**src/reb_pkg.sv**
```systemverilog
package reb_pkg;

   localparam int unsigned COUNT_W   = 10;
   localparam int unsigned TIME_W    = 32;
   localparam int unsigned CFG_W     = 16;
   localparam int unsigned STEPS_W   = 8;
   localparam int unsigned CSR_IDX_W = 8;

   // register indexes on the csr channel
   localparam logic [CSR_IDX_W-1:0] REG_DEBOUNCE_MS = 8'd0;
   localparam logic [CSR_IDX_W-1:0] REG_HOLD_MS     = 8'd1;

   localparam logic [CFG_W-1:0] DEBOUNCE_MS_RESET = 16'd50;
   localparam logic [CFG_W-1:0] HOLD_MS_RESET     = 16'd1000;

   localparam logic signed [COUNT_W-1:0] COUNT_MAX = 10'sd511;
   localparam logic signed [COUNT_W-1:0] COUNT_MIN = -10'sd511;

   // count change indexed by {previous ab, current ab}
   localparam logic signed [1:0] QUAD_TABLE [16] = '{
       2'sd0, -2'sd1,  2'sd1,  2'sd0,
       2'sd1,  2'sd0,  2'sd0, -2'sd1,
      -2'sd1,  2'sd0,  2'sd0,  2'sd1,
       2'sd0,  2'sd1, -2'sd1,  2'sd0
   };

endpackage

```
**src/reb_if.sv**
```systemverilog
interface reb_req_if;
   logic valid;
   logic ready;
   logic pin_a;
   logic pin_b;
   logic pin_button;
   logic ms_tick;
   logic ack_steps;
   logic ack_press;

   modport source (output valid, pin_a, pin_b, pin_button, ms_tick, ack_steps, ack_press,
                   input ready);
   modport sink (input valid, pin_a, pin_b, pin_button, ms_tick, ack_steps, ack_press,
                 output ready);
endinterface

interface reb_rsp_if;
   import reb_pkg::*;
   logic                      valid;
   logic                      ready;
   logic signed [STEPS_W-1:0] steps;
   logic                      press_event;
   logic                      held_event;
   logic                      button_down;

   modport source (output valid, steps, press_event, held_event, button_down,
                   input ready);
   modport sink (input valid, steps, press_event, held_event, button_down,
                 output ready);
endinterface

interface reb_csr_if;
   import reb_pkg::*;
   logic                 valid;
   logic                 ready;
   logic [CSR_IDX_W-1:0] index;
   logic [CFG_W-1:0]     data;

   modport source (output valid, index, data, input ready);
   modport sink (input valid, index, data, output ready);
endinterface

```
**src/rotary_encoder_with_button_core.sv**
```systemverilog
// Quadrature encoder and push-button front end. Every request transaction carries one sample
// of the A, B and active-low button pins plus a millisecond tick and two acknowledge flags, and
// produces exactly one response transaction in the next cycle. A new request is taken every
// clock as long as the previous response is taken in the same cycle; while a finished response
// waits for rsp ready, the request side is held off. While rsp ready stays high, the sustained
// rate is one transaction per cycle and is set by the one register stage that updates all
// encoder and button state on acceptance. The count saturates at +/-511 quadrature transitions;
// acknowledged steps report whole detents (four transitions) rounded toward zero and keep the
// remainder. A press is taken only when more than debounce_ms ticks have passed since the last
// taken press; holding longer than hold_ms raises a one-shot hold flag and suppresses the
// short-press event on release. The csr channel is always ready; writes to unknown indexes are
// dropped.
module rotary_encoder_with_button_core (
   input  logic clock,
   input  logic reset,
   reb_req_if.sink   req_chan,
   reb_rsp_if.source rsp_chan,
   reb_csr_if.sink   csr_chan
);
   import reb_pkg::*;

   // configuration
   logic [CFG_W-1:0] debounce_ms_ff;
   logic [CFG_W-1:0] hold_ms_ff;

   // state
   logic [1:0]                prev_ab_ff, prev_ab_in;
   logic                      primed_ff, primed_in;
   logic signed [COUNT_W-1:0] quad_count_ff, quad_count_in;
   logic                      prev_button_ff, prev_button_in;
   logic [TIME_W-1:0]         now_ms_ff, now_ms_in;
   logic [TIME_W-1:0]         last_accept_ms_ff, last_accept_ms_in;
   logic [TIME_W-1:0]         press_start_ms_ff, press_start_ms_in;
   logic                      pressed_ff, pressed_in;
   logic                      hold_flagged_ff, hold_flagged_in;
   logic                      press_pending_ff, press_pending_in;

   // response register
   logic                      rsp_valid_ff;
   logic signed [STEPS_W-1:0] rsp_steps_ff, rsp_steps_in;
   logic                      rsp_press_ff, rsp_held_ff, rsp_held_in, rsp_down_ff;

   logic                      req_fire;
   logic [3:0]                quad_idx;
   logic signed [1:0]         quad_delta;
   logic signed [COUNT_W:0]   count_sum;
   logic signed [COUNT_W-1:0] count_sat;
   logic signed [COUNT_W-1:0] count_bias;
   logic signed [COUNT_W-1:0] detents;
   logic                      btn_fall, btn_rise, press_take;
   logic [TIME_W-1:0]         since_accept, since_start;
   logic                      hold_hit;
   logic                      pressed_mid, hold_mid, pending_mid;

   assign req_chan.ready = !rsp_valid_ff || rsp_chan.ready;
   assign req_fire       = req_chan.valid && req_chan.ready;
   assign csr_chan.ready = 1'b1;

   always_comb begin
      now_ms_in = req_chan.ms_tick ? now_ms_ff + 32'd1 : now_ms_ff;

      // quadrature
      prev_ab_in = {req_chan.pin_a, req_chan.pin_b};
      primed_in  = 1'b1;
      quad_idx   = {prev_ab_ff, prev_ab_in};
      quad_delta = primed_ff ? QUAD_TABLE[quad_idx] : 2'sd0;
      count_sum  = {quad_count_ff[COUNT_W-1], quad_count_ff}
                   + {{(COUNT_W-1){quad_delta[1]}}, quad_delta};
      if (count_sum > $signed({COUNT_MAX[COUNT_W-1], COUNT_MAX})) begin
         count_sat = COUNT_MAX;
      end else if (count_sum < $signed({COUNT_MIN[COUNT_W-1], COUNT_MIN})) begin
         count_sat = COUNT_MIN;
      end else begin
         count_sat = count_sum[COUNT_W-1:0];
      end

      // button edges and debounce
      btn_fall          = prev_button_ff && !req_chan.pin_button;
      btn_rise          = !prev_button_ff && req_chan.pin_button;
      prev_button_in    = req_chan.pin_button;
      since_accept      = now_ms_in - last_accept_ms_ff;
      press_take        = btn_fall && (since_accept > {16'd0, debounce_ms_ff});
      last_accept_ms_in = press_take ? now_ms_in : last_accept_ms_ff;
      press_start_ms_in = press_take ? now_ms_in : press_start_ms_ff;
      pressed_mid       = pressed_ff;
      hold_mid          = hold_flagged_ff;
      pending_mid       = press_pending_ff;
      if (press_take) begin
         pressed_mid = 1'b1;
         hold_mid    = 1'b0;
      end else if (btn_rise && pressed_ff) begin
         pressed_mid = 1'b0;
         if (!hold_flagged_ff) begin
            pending_mid = 1'b1;
         end
      end

      // a fresh press is excluded by !press_take, so it can never hit the hold here
      since_start     = now_ms_in - press_start_ms_ff;
      hold_hit        = pressed_mid && !hold_mid && !press_take
                        && (since_start > {16'd0, hold_ms_ff});
      pressed_in      = pressed_mid;
      hold_flagged_in = hold_mid || hold_hit;
      rsp_held_in     = hold_hit;

      // detents, truncated toward zero
      count_bias = count_sat[COUNT_W-1] ? count_sat + 10'sd3 : count_sat;
      detents    = req_chan.ack_steps ? (count_bias >>> 2) : 10'sd0;
      quad_count_in = count_sat - {detents[COUNT_W-3:0], 2'b00};
      rsp_steps_in  = detents[STEPS_W-1:0];

      press_pending_in = pending_mid && !req_chan.ack_press;
   end

   always_ff @(posedge clock) begin
      if (reset) begin
         debounce_ms_ff <= DEBOUNCE_MS_RESET;
         hold_ms_ff     <= HOLD_MS_RESET;
      end else if (csr_chan.valid && csr_chan.ready) begin
         unique case (csr_chan.index)
            REG_DEBOUNCE_MS: debounce_ms_ff <= csr_chan.data;
            REG_HOLD_MS:     hold_ms_ff     <= csr_chan.data;
            default: ;
         endcase
      end
   end

   always_ff @(posedge clock) begin
      if (reset) begin
         prev_ab_ff        <= '0;
         primed_ff         <= 1'b0;
         quad_count_ff     <= '0;
         prev_button_ff    <= 1'b1;
         now_ms_ff         <= '0;
         last_accept_ms_ff <= '0;
         press_start_ms_ff <= '0;
         pressed_ff        <= 1'b0;
         hold_flagged_ff   <= 1'b0;
         press_pending_ff  <= 1'b0;
      end else if (req_fire) begin
         prev_ab_ff        <= prev_ab_in;
         primed_ff         <= primed_in;
         quad_count_ff     <= quad_count_in;
         prev_button_ff    <= prev_button_in;
         now_ms_ff         <= now_ms_in;
         last_accept_ms_ff <= last_accept_ms_in;
         press_start_ms_ff <= press_start_ms_in;
         pressed_ff        <= pressed_in;
         hold_flagged_ff   <= hold_flagged_in;
         press_pending_ff  <= press_pending_in;
      end
   end

   always_ff @(posedge clock) begin
      if (reset) begin
         rsp_valid_ff <= 1'b0;
      end else if (req_fire) begin
         rsp_valid_ff <= 1'b1;
      end else if (rsp_chan.ready) begin
         rsp_valid_ff <= 1'b0;
      end
   end

   always_ff @(posedge clock) begin
      if (req_fire) begin
         rsp_steps_ff <= rsp_steps_in;
         rsp_press_ff <= pending_mid;
         rsp_held_ff  <= rsp_held_in;
         rsp_down_ff  <= pressed_in;
      end
   end

   assign rsp_chan.valid       = rsp_valid_ff;
   assign rsp_chan.steps       = rsp_steps_ff;
   assign rsp_chan.press_event = rsp_press_ff;
   assign rsp_chan.held_event  = rsp_held_ff;
   assign rsp_chan.button_down = rsp_down_ff;

`ifndef SYNTHESIS
   a_count_in_range: assert property (@(posedge clock) disable iff (reset)
      quad_count_ff <= COUNT_MAX && quad_count_ff >= COUNT_MIN)
      else $error("quadrature count outside saturation limits");

   a_fire_gives_rsp: assert property (@(posedge clock) disable iff (reset)
      req_fire |=> rsp_valid_ff)
      else $error("accepted transaction produced no response");

   a_held_while_down: assert property (@(posedge clock) disable iff (reset)
      (rsp_valid_ff && rsp_held_ff) |-> rsp_down_ff)
      else $error("hold event without a press in progress");

   a_hold_needs_press: assert property (@(posedge clock) disable iff (reset)
      (req_fire && rsp_held_in) |=> (pressed_ff && hold_flagged_ff))
      else $error("hold flagged without pressed state");
`endif

endmodule
```
**src/flat_wrapper.sv**
```systemverilog
// flat-port wrapper written by rule: the top's interface ports become plain ports
module rotary_encoder_with_button_core_flat import reb_pkg::*;
  (clock, reset, req_chan_valid, req_chan_pin_a, req_chan_pin_b, req_chan_pin_button, req_chan_ms_tick, req_chan_ack_steps, req_chan_ack_press, req_chan_ready, rsp_chan_valid, rsp_chan_steps, rsp_chan_press_event, rsp_chan_held_event, rsp_chan_button_down, rsp_chan_ready, csr_chan_valid, csr_chan_index, csr_chan_data, csr_chan_ready);
  reb_req_if req_chan_i ();
  reb_rsp_if rsp_chan_i ();
  reb_csr_if csr_chan_i ();
  input  logic clock;
  input  logic reset;
  input wire logic [$bits(req_chan_i.valid)-1:0] req_chan_valid;
  input wire logic [$bits(req_chan_i.pin_a)-1:0] req_chan_pin_a;
  input wire logic [$bits(req_chan_i.pin_b)-1:0] req_chan_pin_b;
  input wire logic [$bits(req_chan_i.pin_button)-1:0] req_chan_pin_button;
  input wire logic [$bits(req_chan_i.ms_tick)-1:0] req_chan_ms_tick;
  input wire logic [$bits(req_chan_i.ack_steps)-1:0] req_chan_ack_steps;
  input wire logic [$bits(req_chan_i.ack_press)-1:0] req_chan_ack_press;
  output wire logic [$bits(req_chan_i.ready)-1:0] req_chan_ready;
  output wire logic [$bits(rsp_chan_i.valid)-1:0] rsp_chan_valid;
  output wire logic [$bits(rsp_chan_i.steps)-1:0] rsp_chan_steps;
  output wire logic [$bits(rsp_chan_i.press_event)-1:0] rsp_chan_press_event;
  output wire logic [$bits(rsp_chan_i.held_event)-1:0] rsp_chan_held_event;
  output wire logic [$bits(rsp_chan_i.button_down)-1:0] rsp_chan_button_down;
  input wire logic [$bits(rsp_chan_i.ready)-1:0] rsp_chan_ready;
  input wire logic [$bits(csr_chan_i.valid)-1:0] csr_chan_valid;
  input wire logic [$bits(csr_chan_i.index)-1:0] csr_chan_index;
  input wire logic [$bits(csr_chan_i.data)-1:0] csr_chan_data;
  output wire logic [$bits(csr_chan_i.ready)-1:0] csr_chan_ready;
  assign req_chan_i.valid = req_chan_valid;
  assign req_chan_i.pin_a = req_chan_pin_a;
  assign req_chan_i.pin_b = req_chan_pin_b;
  assign req_chan_i.pin_button = req_chan_pin_button;
  assign req_chan_i.ms_tick = req_chan_ms_tick;
  assign req_chan_i.ack_steps = req_chan_ack_steps;
  assign req_chan_i.ack_press = req_chan_ack_press;
  assign req_chan_ready = req_chan_i.ready;
  assign rsp_chan_valid = rsp_chan_i.valid;
  assign rsp_chan_steps = rsp_chan_i.steps;
  assign rsp_chan_press_event = rsp_chan_i.press_event;
  assign rsp_chan_held_event = rsp_chan_i.held_event;
  assign rsp_chan_button_down = rsp_chan_i.button_down;
  assign rsp_chan_i.ready = rsp_chan_ready;
  assign csr_chan_i.valid = csr_chan_valid;
  assign csr_chan_i.index = csr_chan_index;
  assign csr_chan_i.data = csr_chan_data;
  assign csr_chan_ready = csr_chan_i.ready;
  rotary_encoder_with_button_core u_core (.clock(clock), .reset(reset), .req_chan(req_chan_i), .rsp_chan(rsp_chan_i), .csr_chan(csr_chan_i));
endmodule
```
**config.mk**
```make
export PLATFORM = sky130hd
export DESIGN_NAME = rotary_encoder_with_button_core_flat
export DESIGN_NICKNAME = d
export VERILOG_FILES = /design/src/reb_pkg.sv /design/src/reb_if.sv /design/src/rotary_encoder_with_button_core.sv /design/src/flat_wrapper.sv
export SDC_FILE = /design/constraint.sdc
export NUM_CORES = 1
export LEC_CHECK = 0
export ABC_AREA = 1
export BUFFER_PORTS_ARGS = -buffer_cell sky130_fd_sc_hd__buf_2
export CORE_MARGIN = 3
export CORE_UTILIZATION = 35
export CTS_BUF_LIST = sky130_fd_sc_hd__clkbuf_2
export CTS_CLUSTER_DIAMETER = 200
export CTS_CLUSTER_SIZE = 24
export DETAILED_ROUTE_END_ITERATION = 7
export GPL_ROUTABILITY_DRIVEN = 0
export SETUP_SLACK_MARGIN = 0.05
export SYNTH_ARGS = -nofsm -noshare
export SYNTH_HDL_FRONTEND = slang
export SYNTH_SLANG_ARGS = --single-unit
```
**constraint.sdc**
```tcl
create_clock -name clock -period 6.7 [get_ports clock]
set_input_delay 0.335 -clock clock [delete_from_list [all_inputs] [get_ports clock]]
set_output_delay 0.335 -clock clock [all_outputs]
set_load 0.02 [all_outputs]
```
==> results by group <==
Final layout
  • Area grow syn2layout: 10.8%
  • Nets@finish: 1696
  • Reg area: 2610 sq um
  • Multi-input logic area: 5920 sq um
  • Post-route insts no fill: 1959
  • Final core occ: 0.399
  • Fillers: 2928
  • Share of layout cells above drive strength 1: 0.0794

Power and ir drop
  • Internal power: 1.59 mW
  • Psw: 1.29 mW
  • Reg power frac: 0.301
  • Pwr Total: 2.88 mW
  • Clock Power Share: 0.196
  • Part of the power in combinational logic: 0.503
  • Pleak: 5.66 nW
  • Sw Share: 0.447
  • Pwr dens: 265 nW/um^2
  • Worst ir drop on vdd: 0.154 mV

CTS
  • PostCTS Resize Cnt: 0
  • Worst-Skew Late Latency: 0.73 ns
  • Root Driver: clkbuf_2
  • H-tree depth: 4
  • Clock transition at path regs: 0.20 ns
  • CTS tree: yes
  • Post-CTS Setup Bufs: 0
  • CTS buffer count: 17
  • Clk buf depth: 2
  • Clock Sinks: 125

Worst hold path
  • Min-delay src: req_chan_ms_tick
  • Hold Crit Endpoint: u_core.now_ms_ff[31]
  • Hold Path Class: in2reg
  • WHS Path Cells: 4

Drt
  • DR iter-0 viols: 451
  • Residual DRC: 0
  • Routed Antenna Nets: 0
  • Final WL: 24800 microns
  • DR vias: 9350
  • Via-per-instance ratio: 4.77
  • Post-DR wirelength/cell: 12.7 microns
  • Router iterations before antenna repair: 7

Synthesis
  • Top post-synthesis cells by area: dfxtp_1 23%, nand2_1 14%, inv_1 11%, ha_1 11%, nor2_1 5.4%
  • Post-synthesis sequential area ratio: 0.266
  • Mapped cell area: 9810 sq um
  • Synth area leader: dfxtp_1
  • Library cells used by synthesis: 53
  • Seq cells post-synth: 125
  • Top cell type's share of synthesized area: 0.233
  • Syn_area_per_cell: 6.45 sq um
  • Number of enable flip-flop cells after synthesis: 11
  • Syn Nets: 1644
  • Post-synth ARST share: 0
  • Synth Instances: 1521
  • Yosys Warn Count: 0
  • Post-synth top flop: dfxtp_1

GRT
  • GRT Util Overall: 0.165
  • Largest net degree at the start of global routing: 52
  • First-pass GRT wire length: 41600 microns
  • Antenna violations before repair: 2
  • GRT overflow: 0
  • Vias in the first global route: 8884

Timing
  • Max-slew violations: 0
  • Slew headroom: 0.361
  • Worst Clk Skew: 0.0432 ns
  • Period utilization: 0.793
  • Worst-Margin Slew: 0.956 ns
  • Maximum clock rate: 188 MHz
  • Final setup vio count: 0
  • Hold Slack: 0.107 ns
  • Setup TNS: 0 ns
  • Minimum clock period after layout: 5.31 ns
  • Fin. Hold Viols: 0
  • RSZ-0062 raised after global routing: false

Floorplan
  • Die Ht: 173 microns
  • Die ar.: 30100 sq um
  • DIE WIDTH: 173 microns
  • Std-Cell Rows: 60
  • I/O Pins: 49
  • Core ar.: 27300 sq um
  • Initial core utilization: 0.360

Critical path
  • Critical-path maximum fanout: 44
  • CP startpoint kind: register
  • Slowest CP cell: nand3_4
  • CP Capture Type: register
  • Reg2reg path depth: 29
  • Setup CP Type: reg2reg
  • RR Startpoint: u_core.now_ms_ff[0]
  • Worst flop-to-flop path endpoint: u_core.press_start_ms_ff[20]
  • Critical Path RT: 7.29 ns
  • R2R setup slack: 1.39 ns
  • CP max stage delay: 0.56 ns
  • CP dominant cell by count: nor2_1
  • Worst Path Arrival: 5.90 ns

Placement
  • Hpwl dp: 19400 microns
  • IO Port Bufs: 47
  • # placed instances: 1904

Flow run
  • Max_cap viols: 0

Outcome
  • Status: finished clean
[state kept, by name, summed over array words and instances, names as in the netlist, 2 cells and up]
signal	flops
u_core.now_ms_ff	32
u_core.press_start_ms_ff	32
u_core.debounce_ms_ff	16
u_core.hold_ms_ff	16
u_core.quad_count_ff	10
u_core.rsp_chan.steps	8
u_core.prev_ab_ff	2
[cells by family after synthesis]
kind of cell,Yosys count,share of synthesized area
AND/OR/NAND/NOR,698,0.314
XOR/XNOR,53,0.0481
buffers and inverters,331,0.130
flip-flops,125,0.266
adder cells (fa/ha/maj),88,0.114
other,1,0.000382
AO/OA/AOI/OAI,225,0.127
[stage by stage]
step / instance area, sq um / worst slack [ns]
after detailed placement: 10400 / 1.40
after global placement: 10400 / 1.44
after floorplan: 9810 / 1.72
final: 10900 / 1.39
after CTS: 10900 / 1.36
after global routing: 10900 / 0.731
[area by class of cell]
type                    count  area share
multi-input cells        1065       0.545
flip-flops and latches    125       0.240
inverters                 289      0.0998
repair buffers             75      0.0460
well taps                 372      0.0428
clock inverters            14      0.0177
clock buffers              18     0.00829
diodes                      1    0.000230
[worst max path at each step]
stage                         from                            to  cells after the start
3_3_place_gp      req_chan_ms_tick  u_core.press_start_ms_ff[20]                     27
6_report       u_core.now_ms_ff[0]  u_core.press_start_ms_ff[20]                     29
2_1_floorplan       req_chan_pin_b       u_core.quad_count_ff[9]                     33
5_1_grt        u_core.now_ms_ff[0]  u_core.press_start_ms_ff[11]                     31
4_1_cts        u_core.now_ms_ff[0]   u_core.press_start_ms_ff[5]                     28
3_5_place_dp   u_core.now_ms_ff[0]  u_core.press_start_ms_ff[20]                     28
[metal layers]
layer | GRT usage | wire length (microns) | vias to the layer above
met5 | 0 | 13 | -
met4 | 0.0625 | 675 | 2
met3 | 0.0243 | 880 | 46
met2 | 0.272 | 11000 | 174
met1 | 0.219 | 12200 | 4168
li1 | - | - | 4960
[cell usage after synthesis, types with 15 or more instances]
cell type	instances
dfxtp_1	114
nor3_1	21
o21ai_0	76
nand4_1	54
xor2_1	45
o211ai_1	15
a21oi_1	104
nand2_1	376
nor2_1	140
inv_1	286
clkbuf_1	30
nand3_1	64
ha_1	85
[power by group through the flow]
stage	combinational, mW	sequential (mW)	clock (mW)
6_report	1.45	0.867	0.563
5_1_grt	1.66	0.875	0.610
4_1_cts	1.45	0.867	0.579
3_5_place_dp	1.43	0.882	0
3_3_place_gp	1.40	0.882	0
2_1_floorplan	1.09	0.888	0
[critical path, delay by kind of cell, from the launching register on]
| family | cells | cell delay (ns) |
|---|---|---|
| adder cells (fa/ha/maj) | 2 | 0.58 |
| buffers and inverters | 3 | 0.21 |
| AND/OR/NAND/NOR | 22 | 3.50 |
| flip-flops | 1 | 0.44 |
| XOR/XNOR | 2 | 0.44 |
[layout by cell type, fill, tap and decap left out, drive strengths merged, types with 8 or more instances in the layout]
master and count:
clkbuf 18, xnor2 8, nand4 55, dlygate4sd3 22, xor2 45, ha 85, nor3 28, dfxtp 114
nor2 150, o211ai 15, buf 53, edfxtp 11, nand3 70, a21oi 107, o21ai 78, inv 291
nand2 382
[what timing repair did]
action	CTS	global route
setup endpoints to repair	0	0
hold endpoints to repair	40	0
hold buffers	22	0
Note: power is estimated with default switching activity, not from simulation.
